## src/hdl/graph_depth_first_path_search_unit_macros.svh

```systemverilog
// Assertion macros for the depth-first path search unit.
// Used by the top level; expects clk and rst_n in the including scope.
`ifndef GRAPH_DEPTH_FIRST_PATH_SEARCH_UNIT_MACROS_SVH
`define GRAPH_DEPTH_FIRST_PATH_SEARCH_UNIT_MACROS_SVH

// Condition implies property in the same cycle.
`define GDFS_ASSERT_IMPLY(label, cond, prop, msg) \
    label: assert property (@(posedge clk) disable iff (!rst_n) (cond) |-> (prop)) \
        else $error(msg);

// Condition implies property in the following cycle.
`define GDFS_ASSERT_NEXT(label, cond, prop, msg) \
    label: assert property (@(posedge clk) disable iff (!rst_n) (cond) |=> (prop)) \
        else $error(msg);

`endif

```

## src/hdl/gdfs_pkg.sv

```systemverilog
// Shared constants for the depth-first path search unit.
// No dependencies.
package gdfs_pkg;

    localparam int VTX_W = 6;
    localparam int VTX_N = 64;
    localparam int TOP_W = 7;

    localparam logic [1:0] CMD_CLEAR  = 2'd0;
    localparam logic [1:0] CMD_ADD    = 2'd1;
    localparam logic [1:0] CMD_SEARCH = 2'd2;

    localparam logic [1:0] ST_OK   = 2'd0;
    localparam logic [1:0] ST_MISS = 2'd1;
    localparam logic [1:0] ST_FULL = 2'd2;
    localparam logic [1:0] ST_BADV = 2'd3;

endpackage

```

## src/hdl/gdfs_ram.sv

```systemverilog
// Simple dual-port RAM: one write port, one read port with registered data.
// No package dependencies.
module gdfs_ram #(
    parameter int DEPTH = 64,
    parameter int WIDTH = 9
) (
    input  logic                     clk,
    input  logic                     wr_en,
    input  logic [$clog2(DEPTH)-1:0] wr_addr,
    input  logic [WIDTH-1:0]         wr_data,
    input  logic [$clog2(DEPTH)-1:0] rd_addr,
    output logic [WIDTH-1:0]         rd_data
);

    logic [WIDTH-1:0] mem [DEPTH];

    always_ff @(posedge clk)
    begin
        if (wr_en)
        begin
            mem[wr_addr] <= wr_data;
        end
        rd_data <= mem[rd_addr];
    end

endmodule

```

## src/hdl/graph_depth_first_path_search_unit.sv

```systemverilog
// Depth-first path search unit: edge-list graph store and search sequencer.
// Depends on gdfs_pkg, gdfs_ram and graph_depth_first_path_search_unit_macros.svh.
//
//  channel | direction | handshake           | payload
//  cmd     | in        | cmd_valid/cmd_stall | command, first_vertex, second_vertex
//  res     | out       | res_valid/res_stall | status, path_depth
//
// Clear, ignored and rejected items go from idle straight to the result state,
// an add through the edge write first. A search reads the source head, then an
// edge check and edge read per edge, a head read per vertex pushed and a check
// and pop per vertex popped, as edge, head and stack memories read once a cycle.
// Reset empties the graph at once (head valid bits); no clearing pass.
// A new item is taken while the previous result waits under res_stall.
module graph_depth_first_path_search_unit #(
    parameter int MAX_VERTICES = 63,
    parameter int MAX_EDGES    = 256
) (
    input  logic                    clk,
    input  logic                    rst_n,
    input  logic                    cmd_valid,
    output logic                    cmd_stall,
    input  logic [1:0]              command,
    input  logic [gdfs_pkg::VTX_W-1:0] first_vertex,
    input  logic [gdfs_pkg::VTX_W-1:0] second_vertex,
    output logic                    res_valid,
    input  logic                    res_stall,
    output logic [1:0]              status,
    output logic [gdfs_pkg::VTX_W-1:0] path_depth
);

    `include "graph_depth_first_path_search_unit_macros.svh"

    localparam int VW  = gdfs_pkg::VTX_W;
    localparam int TW  = gdfs_pkg::TOP_W;
    localparam int EW  = $clog2(MAX_EDGES);
    localparam int ELW = $clog2(MAX_EDGES + 1);
    localparam logic [ELW-1:0] EDGE_NULL = ELW'(MAX_EDGES);
    localparam logic [7:0]     VMAX      = 8'(MAX_VERTICES);

    typedef enum logic [3:0] {
        S_IDLE,
        S_ADD_WR,
        S_SRC_HEAD,
        S_EDGE,
        S_EREAD,
        S_HEAD,
        S_POP,
        S_DONE
    } state_t;

    state_t                       state_reg, state_next;
    logic [gdfs_pkg::VTX_N-1:0]   head_valid_reg, head_valid_next;
    logic [gdfs_pkg::VTX_N-1:0]   visited_reg, visited_next;
    logic [ELW-1:0]               used_reg, used_next;
    logic [ELW-1:0]               cur_e_reg, cur_e_next;
    logic [TW-1:0]                top_reg, top_next;
    logic [VW-1:0]                a_reg, a_next;
    logic [VW-1:0]                b_reg, b_next;
    logic [VW-1:0]                w_reg, w_next;
    logic [1:0]                   rs_status_reg, rs_status_next;
    logic [VW-1:0]                rs_depth_reg, rs_depth_next;
    logic                         res_valid_reg, res_valid_next;
    logic [1:0]                   status_reg, status_next;
    logic [VW-1:0]                depth_reg, depth_next;

    // memory ports
    logic                 head_we;
    logic [VW-1:0]        head_wa, head_ra;
    logic [ELW-1:0]       head_wd, head_q;
    logic                 edge_we;
    logic [EW-1:0]        edge_wa, edge_ra;
    logic [VW+ELW-1:0]    edge_wd, edge_q;
    logic                 stk_we;
    logic [VW-1:0]        stk_wa, stk_ra;
    logic [ELW-1:0]       stk_wd, stk_q;

    logic                 vok;
    logic [VW-1:0]        edge_tgt;
    logic [ELW-1:0]       edge_link;

    gdfs_ram #(.DEPTH(gdfs_pkg::VTX_N), .WIDTH(ELW)) u_head (
        .clk(clk), .wr_en(head_we), .wr_addr(head_wa), .wr_data(head_wd),
        .rd_addr(head_ra), .rd_data(head_q)
    );

    gdfs_ram #(.DEPTH(MAX_EDGES), .WIDTH(VW + ELW)) u_edge (
        .clk(clk), .wr_en(edge_we), .wr_addr(edge_wa), .wr_data(edge_wd),
        .rd_addr(edge_ra), .rd_data(edge_q)
    );

    gdfs_ram #(.DEPTH(gdfs_pkg::VTX_N), .WIDTH(ELW)) u_stack (
        .clk(clk), .wr_en(stk_we), .wr_addr(stk_wa), .wr_data(stk_wd),
        .rd_addr(stk_ra), .rd_data(stk_q)
    );

    assign edge_tgt  = edge_q[VW+ELW-1:ELW];
    assign edge_link = edge_q[ELW-1:0];

    assign vok = (first_vertex != '0) && ({2'b00, first_vertex} <= VMAX) &&
                 (second_vertex != '0) && ({2'b00, second_vertex} <= VMAX);

    assign cmd_stall  = (state_reg != S_IDLE);
    assign res_valid  = res_valid_reg;
    assign status     = status_reg;
    assign path_depth = depth_reg;

    // fixed memory addressing
    assign head_ra = (state_reg == S_EREAD) ? edge_tgt : first_vertex;
    assign edge_ra = cur_e_reg[EW-1:0];
    assign stk_ra  = VW'(top_reg - TW'(2));

    always_comb
    begin
        state_next      = state_reg;
        head_valid_next = head_valid_reg;
        visited_next    = visited_reg;
        used_next       = used_reg;
        cur_e_next      = cur_e_reg;
        top_next        = top_reg;
        a_next          = a_reg;
        b_next          = b_reg;
        w_next          = w_reg;
        rs_status_next  = rs_status_reg;
        rs_depth_next   = rs_depth_reg;
        res_valid_next  = res_valid_reg && res_stall;
        status_next     = status_reg;
        depth_next      = depth_reg;

        head_we = 1'b0;
        head_wa = a_reg;
        head_wd = used_reg;
        edge_we = 1'b0;
        edge_wa = used_reg[EW-1:0];
        edge_wd = {b_reg, head_valid_reg[a_reg] ? head_q : EDGE_NULL};
        stk_we  = 1'b0;
        stk_wa  = VW'(top_reg - TW'(1));
        stk_wd  = edge_link;

        unique case (state_reg)
            S_IDLE:
            begin
                if (cmd_valid)
                begin
                    a_next         = first_vertex;
                    b_next         = second_vertex;
                    rs_status_next = gdfs_pkg::ST_OK;
                    rs_depth_next  = '0;
                    state_next     = S_DONE;
                    case (command)
                        gdfs_pkg::CMD_CLEAR:
                        begin
                            head_valid_next = '0;
                            used_next       = '0;
                        end
                        gdfs_pkg::CMD_ADD:
                        begin
                            if (!vok)
                                rs_status_next = gdfs_pkg::ST_BADV;
                            else if (used_reg >= EDGE_NULL)
                                rs_status_next = gdfs_pkg::ST_FULL;
                            else
                                state_next = S_ADD_WR;
                        end
                        gdfs_pkg::CMD_SEARCH:
                        begin
                            if (!vok)
                            begin
                                rs_status_next = gdfs_pkg::ST_BADV;
                            end
                            else
                            begin
                                visited_next               = '0;
                                visited_next[first_vertex] = 1'b1;
                                state_next                 = S_SRC_HEAD;
                            end
                        end
                        default:
                        begin
                        end
                    endcase
                end
            end
            S_ADD_WR:
            begin
                // new edge goes to the front of the source list
                edge_we                 = 1'b1;
                head_we                 = 1'b1;
                head_valid_next[a_reg]  = 1'b1;
                used_next               = used_reg + ELW'(1);
                state_next              = S_DONE;
            end
            S_SRC_HEAD:
            begin
                stk_we     = 1'b1;
                stk_wa     = '0;
                stk_wd     = head_valid_reg[a_reg] ? head_q : EDGE_NULL;
                cur_e_next = stk_wd;
                top_next   = TW'(1);
                state_next = S_EDGE;
            end
            S_EDGE:
            begin
                if (cur_e_reg >= EDGE_NULL)
                begin
                    top_next = top_reg - TW'(1);
                    if (top_reg == TW'(1))
                    begin
                        rs_status_next = gdfs_pkg::ST_MISS;
                        rs_depth_next  = '0;
                        state_next     = S_DONE;
                    end
                    else
                    begin
                        state_next = S_POP;
                    end
                end
                else
                begin
                    state_next = S_EREAD;
                end
            end
            S_EREAD:
            begin
                // advance this frame past the edge just read
                stk_we     = 1'b1;
                cur_e_next = edge_link;
                if (visited_reg[edge_tgt])
                begin
                    state_next = S_EDGE;
                end
                else if (edge_tgt == b_reg)
                begin
                    // walk-tree depth of the target equals the stack height
                    rs_status_next = gdfs_pkg::ST_OK;
                    rs_depth_next  = top_reg[VW-1:0];
                    state_next     = S_DONE;
                end
                else
                begin
                    visited_next[edge_tgt] = 1'b1;
                    w_next                 = edge_tgt;
                    state_next             = S_HEAD;
                end
            end
            S_HEAD:
            begin
                stk_we     = 1'b1;
                stk_wa     = top_reg[VW-1:0];
                stk_wd     = head_valid_reg[w_reg] ? head_q : EDGE_NULL;
                cur_e_next = stk_wd;
                top_next   = top_reg + TW'(1);
                state_next = S_EDGE;
            end
            S_POP:
            begin
                cur_e_next = stk_q;
                state_next = S_EDGE;
            end
            S_DONE:
            begin
                if (!res_valid_reg || !res_stall)
                begin
                    res_valid_next = 1'b1;
                    status_next    = rs_status_reg;
                    depth_next     = rs_depth_reg;
                    state_next     = S_IDLE;
                end
            end
            default:
            begin
                state_next = S_IDLE;
            end
        endcase
    end

    always_ff @(posedge clk or negedge rst_n)
    begin
        if (!rst_n)
        begin
            state_reg      <= S_IDLE;
            head_valid_reg <= '0;
            visited_reg    <= '0;
            used_reg       <= '0;
            top_reg        <= '0;
            res_valid_reg  <= 1'b0;
        end
        else
        begin
            state_reg      <= state_next;
            head_valid_reg <= head_valid_next;
            visited_reg    <= visited_next;
            used_reg       <= used_next;
            top_reg        <= top_next;
            res_valid_reg  <= res_valid_next;
        end
    end

    always_ff @(posedge clk)
    begin
        cur_e_reg     <= cur_e_next;
        a_reg         <= a_next;
        b_reg         <= b_next;
        w_reg         <= w_next;
        rs_status_reg <= rs_status_next;
        rs_depth_reg  <= rs_depth_next;
        status_reg    <= status_next;
        depth_reg     <= depth_next;
    end

    `GDFS_ASSERT_IMPLY(a_used_bound, 1'b1, used_reg <= EDGE_NULL, "edge count past store size")
    `GDFS_ASSERT_IMPLY(a_stack_live, state_reg == S_EDGE || state_reg == S_EREAD,
        top_reg != '0, "walking with an empty stack")
    `GDFS_ASSERT_IMPLY(a_src_marked, state_reg == S_EDGE, visited_reg[a_reg],
        "search source not marked visited")
    `GDFS_ASSERT_NEXT(a_res_from_done, !res_valid_reg && state_reg != S_DONE, !res_valid_reg,
        "result raised outside completion")

endmodule
```

## config.mk

```make
export PLATFORM = sky130hd
export DESIGN_NAME = graph_depth_first_path_search_unit
export DESIGN_NICKNAME = d
export VERILOG_FILES = /design/src/hdl/gdfs_pkg.sv /design/src/hdl/gdfs_ram.sv /design/src/hdl/graph_depth_first_path_search_unit.sv
export VERILOG_INCLUDE_DIRS = /design/src /design/src/hdl
export SDC_FILE = /design/constraint.sdc
export NUM_CORES = 2
export LEC_CHECK = 0
export BUFFER_PORTS_ARGS = -buffer_cell sky130_fd_sc_hd__buf_4
export CAP_MARGIN = 20
export CORE_MARGIN = 5
export CORE_UTILIZATION = 52
export CTS_CLUSTER_DIAMETER = 100
export DETAILED_ROUTE_END_ITERATION = 8
export PLACE_DENSITY = 0.77
export SKIP_CTS_REPAIR_TIMING = 1
export SLEW_MARGIN = 10
export SYNTH_ARGS = -nofsm -noshare
export SYNTH_HDL_FRONTEND = slang
export SYNTH_MEMORY_MAX_BITS = 65536
export SYNTH_SLANG_ARGS = --single-unit
export TNS_END_PERCENT = 20
```

## constraint.sdc

```tcl
create_clock -name clk -period 7.1 [get_ports clk]
set_clock_uncertainty 0.15 [all_clocks]
set_input_delay 1.42 -clock clk [delete_from_list [all_inputs] [get_ports clk]]
set_output_delay 1.42 -clock clk [all_outputs]
set_load 0.02 [all_outputs]
```

==> summary.txt <==
Logic synthesis
  • Synthesized area per cell: 20.20 sq um
  • Cell Area, Synth: around 200000 sq um
  • Synth top area share: 0.7416
  • Post-synthesis net count: 10120
  • Mapped Cells: between 10000 and 15000
  • Yosys top cell by area: edfxtp_1
  • EDFF count, synth: 5035
  • Sequential element share of the synthesized area: 0.7630
  • Ys flop type: edfxtp_1
  • Seq cells post-synth: 5216
  • Syn. warnings: 0
  • Ys async rst share: 0.02837
  • Synth top area cells: edfxtp_1 (74%), mux4_2 (15%), dfrtp_1 (1.8%)
  • Distinct cells, synth: 80

Global route
  • Largest net degree at the start of global routing: 220
  • Antenna violations before repair: 15
  • Overall Global Routing Usage: 0.2590
  • Total gr overflow: 0
  • Vias in the first global route: 107100
  • Global-route wire length before repair: 766900 um

Setup path
  • WS Path Type: flip-flop to flip-flop
  • Critical path peak fanout: 68
  • CP max stage delay: 850 ps
  • WP data required: 7660 ps
  • Crit path top cell by count: nand4_1
  • CP Data Arrival Time: approximately 5300 ps
  • Slowest library cell on the worst path: and2_4
  • Crit path cell chain: nor2b_1 > nor2b_1 > a22oi_1 > nand4_1 > nand4_1 > nand4_1 > buf_4 > and2_4 > buf_4
  • Setup crit start kind: flip-flop
  • Worst setup EP type: flip-flop

CTS
  • Longest Clk Path Bufs: 4
  • Clk sinks: between 5000 and 6000
  • Clk root buf: clkbuf_16
  • Htree depth: 5
  • CTS tree: yes
  • Worst-path clk slew: about 60 ps
  • Total CTS buffers: 482
  • Clk_lat worst skew: 1050 ps

Power
  • Pwr dens: 390.4 nW/um^2
  • Leak: 72.17 nW
  • Peak supply drop: 0.4703 mV

STA
  • Relative slew slack: -0.08479
  • Setup TNS: 0 ps
  • Final period demand of the worst path: 4710 ps
  • Unrepaired setup endpoints after global routing: false
  • Final setup vio count: 0
  • Fmax achieved: 212.3 MHz
  • Tcrit/Tclk final: 0.6633
  • Tightest Pin Transition: 1627 ps
  • Final Slew Violations: 104
  • Fin. Hold Viols: 0

Route
  • Vias: 107800
  • 1st-pass router iterations: 7
  • DR WL/cell: 33.21 um
  • WL final: 534200 um
  • # DRC: 0
  • DR iter-0 viols: 16830
  • ANT nets after route: 0
  • Routed vias/inst: 6.702

Layout
  • Most frequent cells in the layout: edfxtp_1 (5035), mux4_2 (1322), nand2_1 (796)
  • Syn-to-layout area delta: 11.93%
  • Final nets: about 10000
  • Biggest register: u_edge.mem
  • Final core occ: 0.5826
  • Post-route insts no fill: 16080
  • Max reg flops: approximately 3800
  • Largest registers: u_edge.mem (3840), u_head.mem (576), u_stack.mem (576)
  • Commonest non-fill, non-tap cell in the layout: edfxtp_1
  • Cell area after layout: 228200 sq um
  • Layout cells sized above 1: 0.2472

Status
  • Failing checks: max-slew violations
  • Status: complete, but fails checks

Floorplanning
  • # rows: 230
  • Ports: 28
  • Die X: between 600 and 700 um
  • Initial core utilization: 0.5205
  • Die ar.: between 400000 and 500000 sq um
  • Die Y: between 600 and 700 um
  • Core Footprint: 391700 sq um

Run
  • Max cap viols: 0

Worst hold path
  • Hold Path Class: flip-flop to flip-flop

Placed design
  • Post-Place Cells: 15150
  • Dpl hpwl: 291200 um
  • RePlAce Congestion: roughly 0.9
  • Placed cell areas: 211900 sq um
  • Number of buffers added on ports: 27
critical path, delay by kind of cell (launching register included):
| kind | cells | cell delay, ps |
|---|---|---|
| DFF | 1 | 780 |
| buffers and inverters | 2 | 870 |
| and+or+nand+nor | 6 | 2340 |
| AOI/OAI and AO/OA | 1 | 220 |
cells by family (layout without fill, tap and decap cells):
group,Yosys count,in the layout,share of synthesized area
and+or+nand+nor,1983,1983,0.04233
adders and majority gates,12,12,0.0007365
AOI/OAI and AO/OA,696,696,0.02053
muxes,1554,1554,0.1592
xor gates and xnor gates,14,14,0.0006383
buffers and inverters,617,1376,0.01353
DFF,5216,5216,0.7630
other,0,13,0
synth_stat cells, types with 13 or more instances:
master,number
buf_1,59
nand4_1,99
a31oi_1,77
nand2_1,798
and3_1,19
mux2_2,103
dfxtp_1,33
edfxtp_1,5035
buf_4,46
nor3_1,31
o22ai_1,113
nor2_1,562
mux4_2,1322
o21ai_1,72
mux2i_1,113
o221ai_1,21
mux4_1,14
dfrtp_1,148
nand3_1,335
o21ai_0,160
a21oi_1,155
inv_1,13
nor2b_1,27
nand3b_1,14
and2_1,25
buf_2,166
clkbuf_1,323
a211oi_1,20
nand2b_1,13
nor4_1,14
through the flow:
step | power, mW | worst slack, ps | hold slack, ps
after floorplan | 54.20 | 752.2 | 250.3
after global placement | 61.86 | 2564 | 262.7
after detailed placement | 62.61 | 2354 | 261.7
after CTS | 88.78 | 2343 | 281.6
after global routing | 91.73 | 2156 | 290.7
final | 89.08 | 2390 | 270.8
report_power, final:
group / internal [mW] / switching [mW]
Combinational: 10.1 / 15.4
Clock: 14.8 / 11.4
Sequential: 36.5 / 0.932
final timing paths:
kind,cells past startpoint,slack [ps],endpoint,from
min in group asynchronous,1,350,head_valid_reg[40],rst_n
max in group asynchronous,2,5080,visited_reg[22],rst_n
max,9,2390,u_edge.mem[20][4],a_reg[0]
min,0,270,path_depth[3],rs_depth_reg[3]
max reg2reg,9,2390,u_edge.mem[20][4],a_reg[0]
min reg2reg,0,270,path_depth[3],rs_depth_reg[3]
layout make-up:
type / instances / area, sq um
Antenna cell: 13 / 32.53
Clock buffer: 609 / 12710
Clock inverter: 291 / 3182
Fill cell: 26370 / 163500
Inverter: 16 / 60.06
Multi-Input combinational cell: 4259 / 45840
Sequential cell: 5216 / 155600
Tap cell: 5220 / 6531
Timing Repair Buffer: 460 / 4244
metal layers:
metal / up-vias / wire length, um / GRT usage
li1: 42070 / - / -
met1: 55930 / 183500 / 0.3423
met2: 8391 / 255200 / 0.4080
met3: 1405 / 66430 / 0.06836
met4: 8 / 28740 / 0.1185
met5: - / 242 / 0
Note: power is estimated with default switching activity, not from simulation.
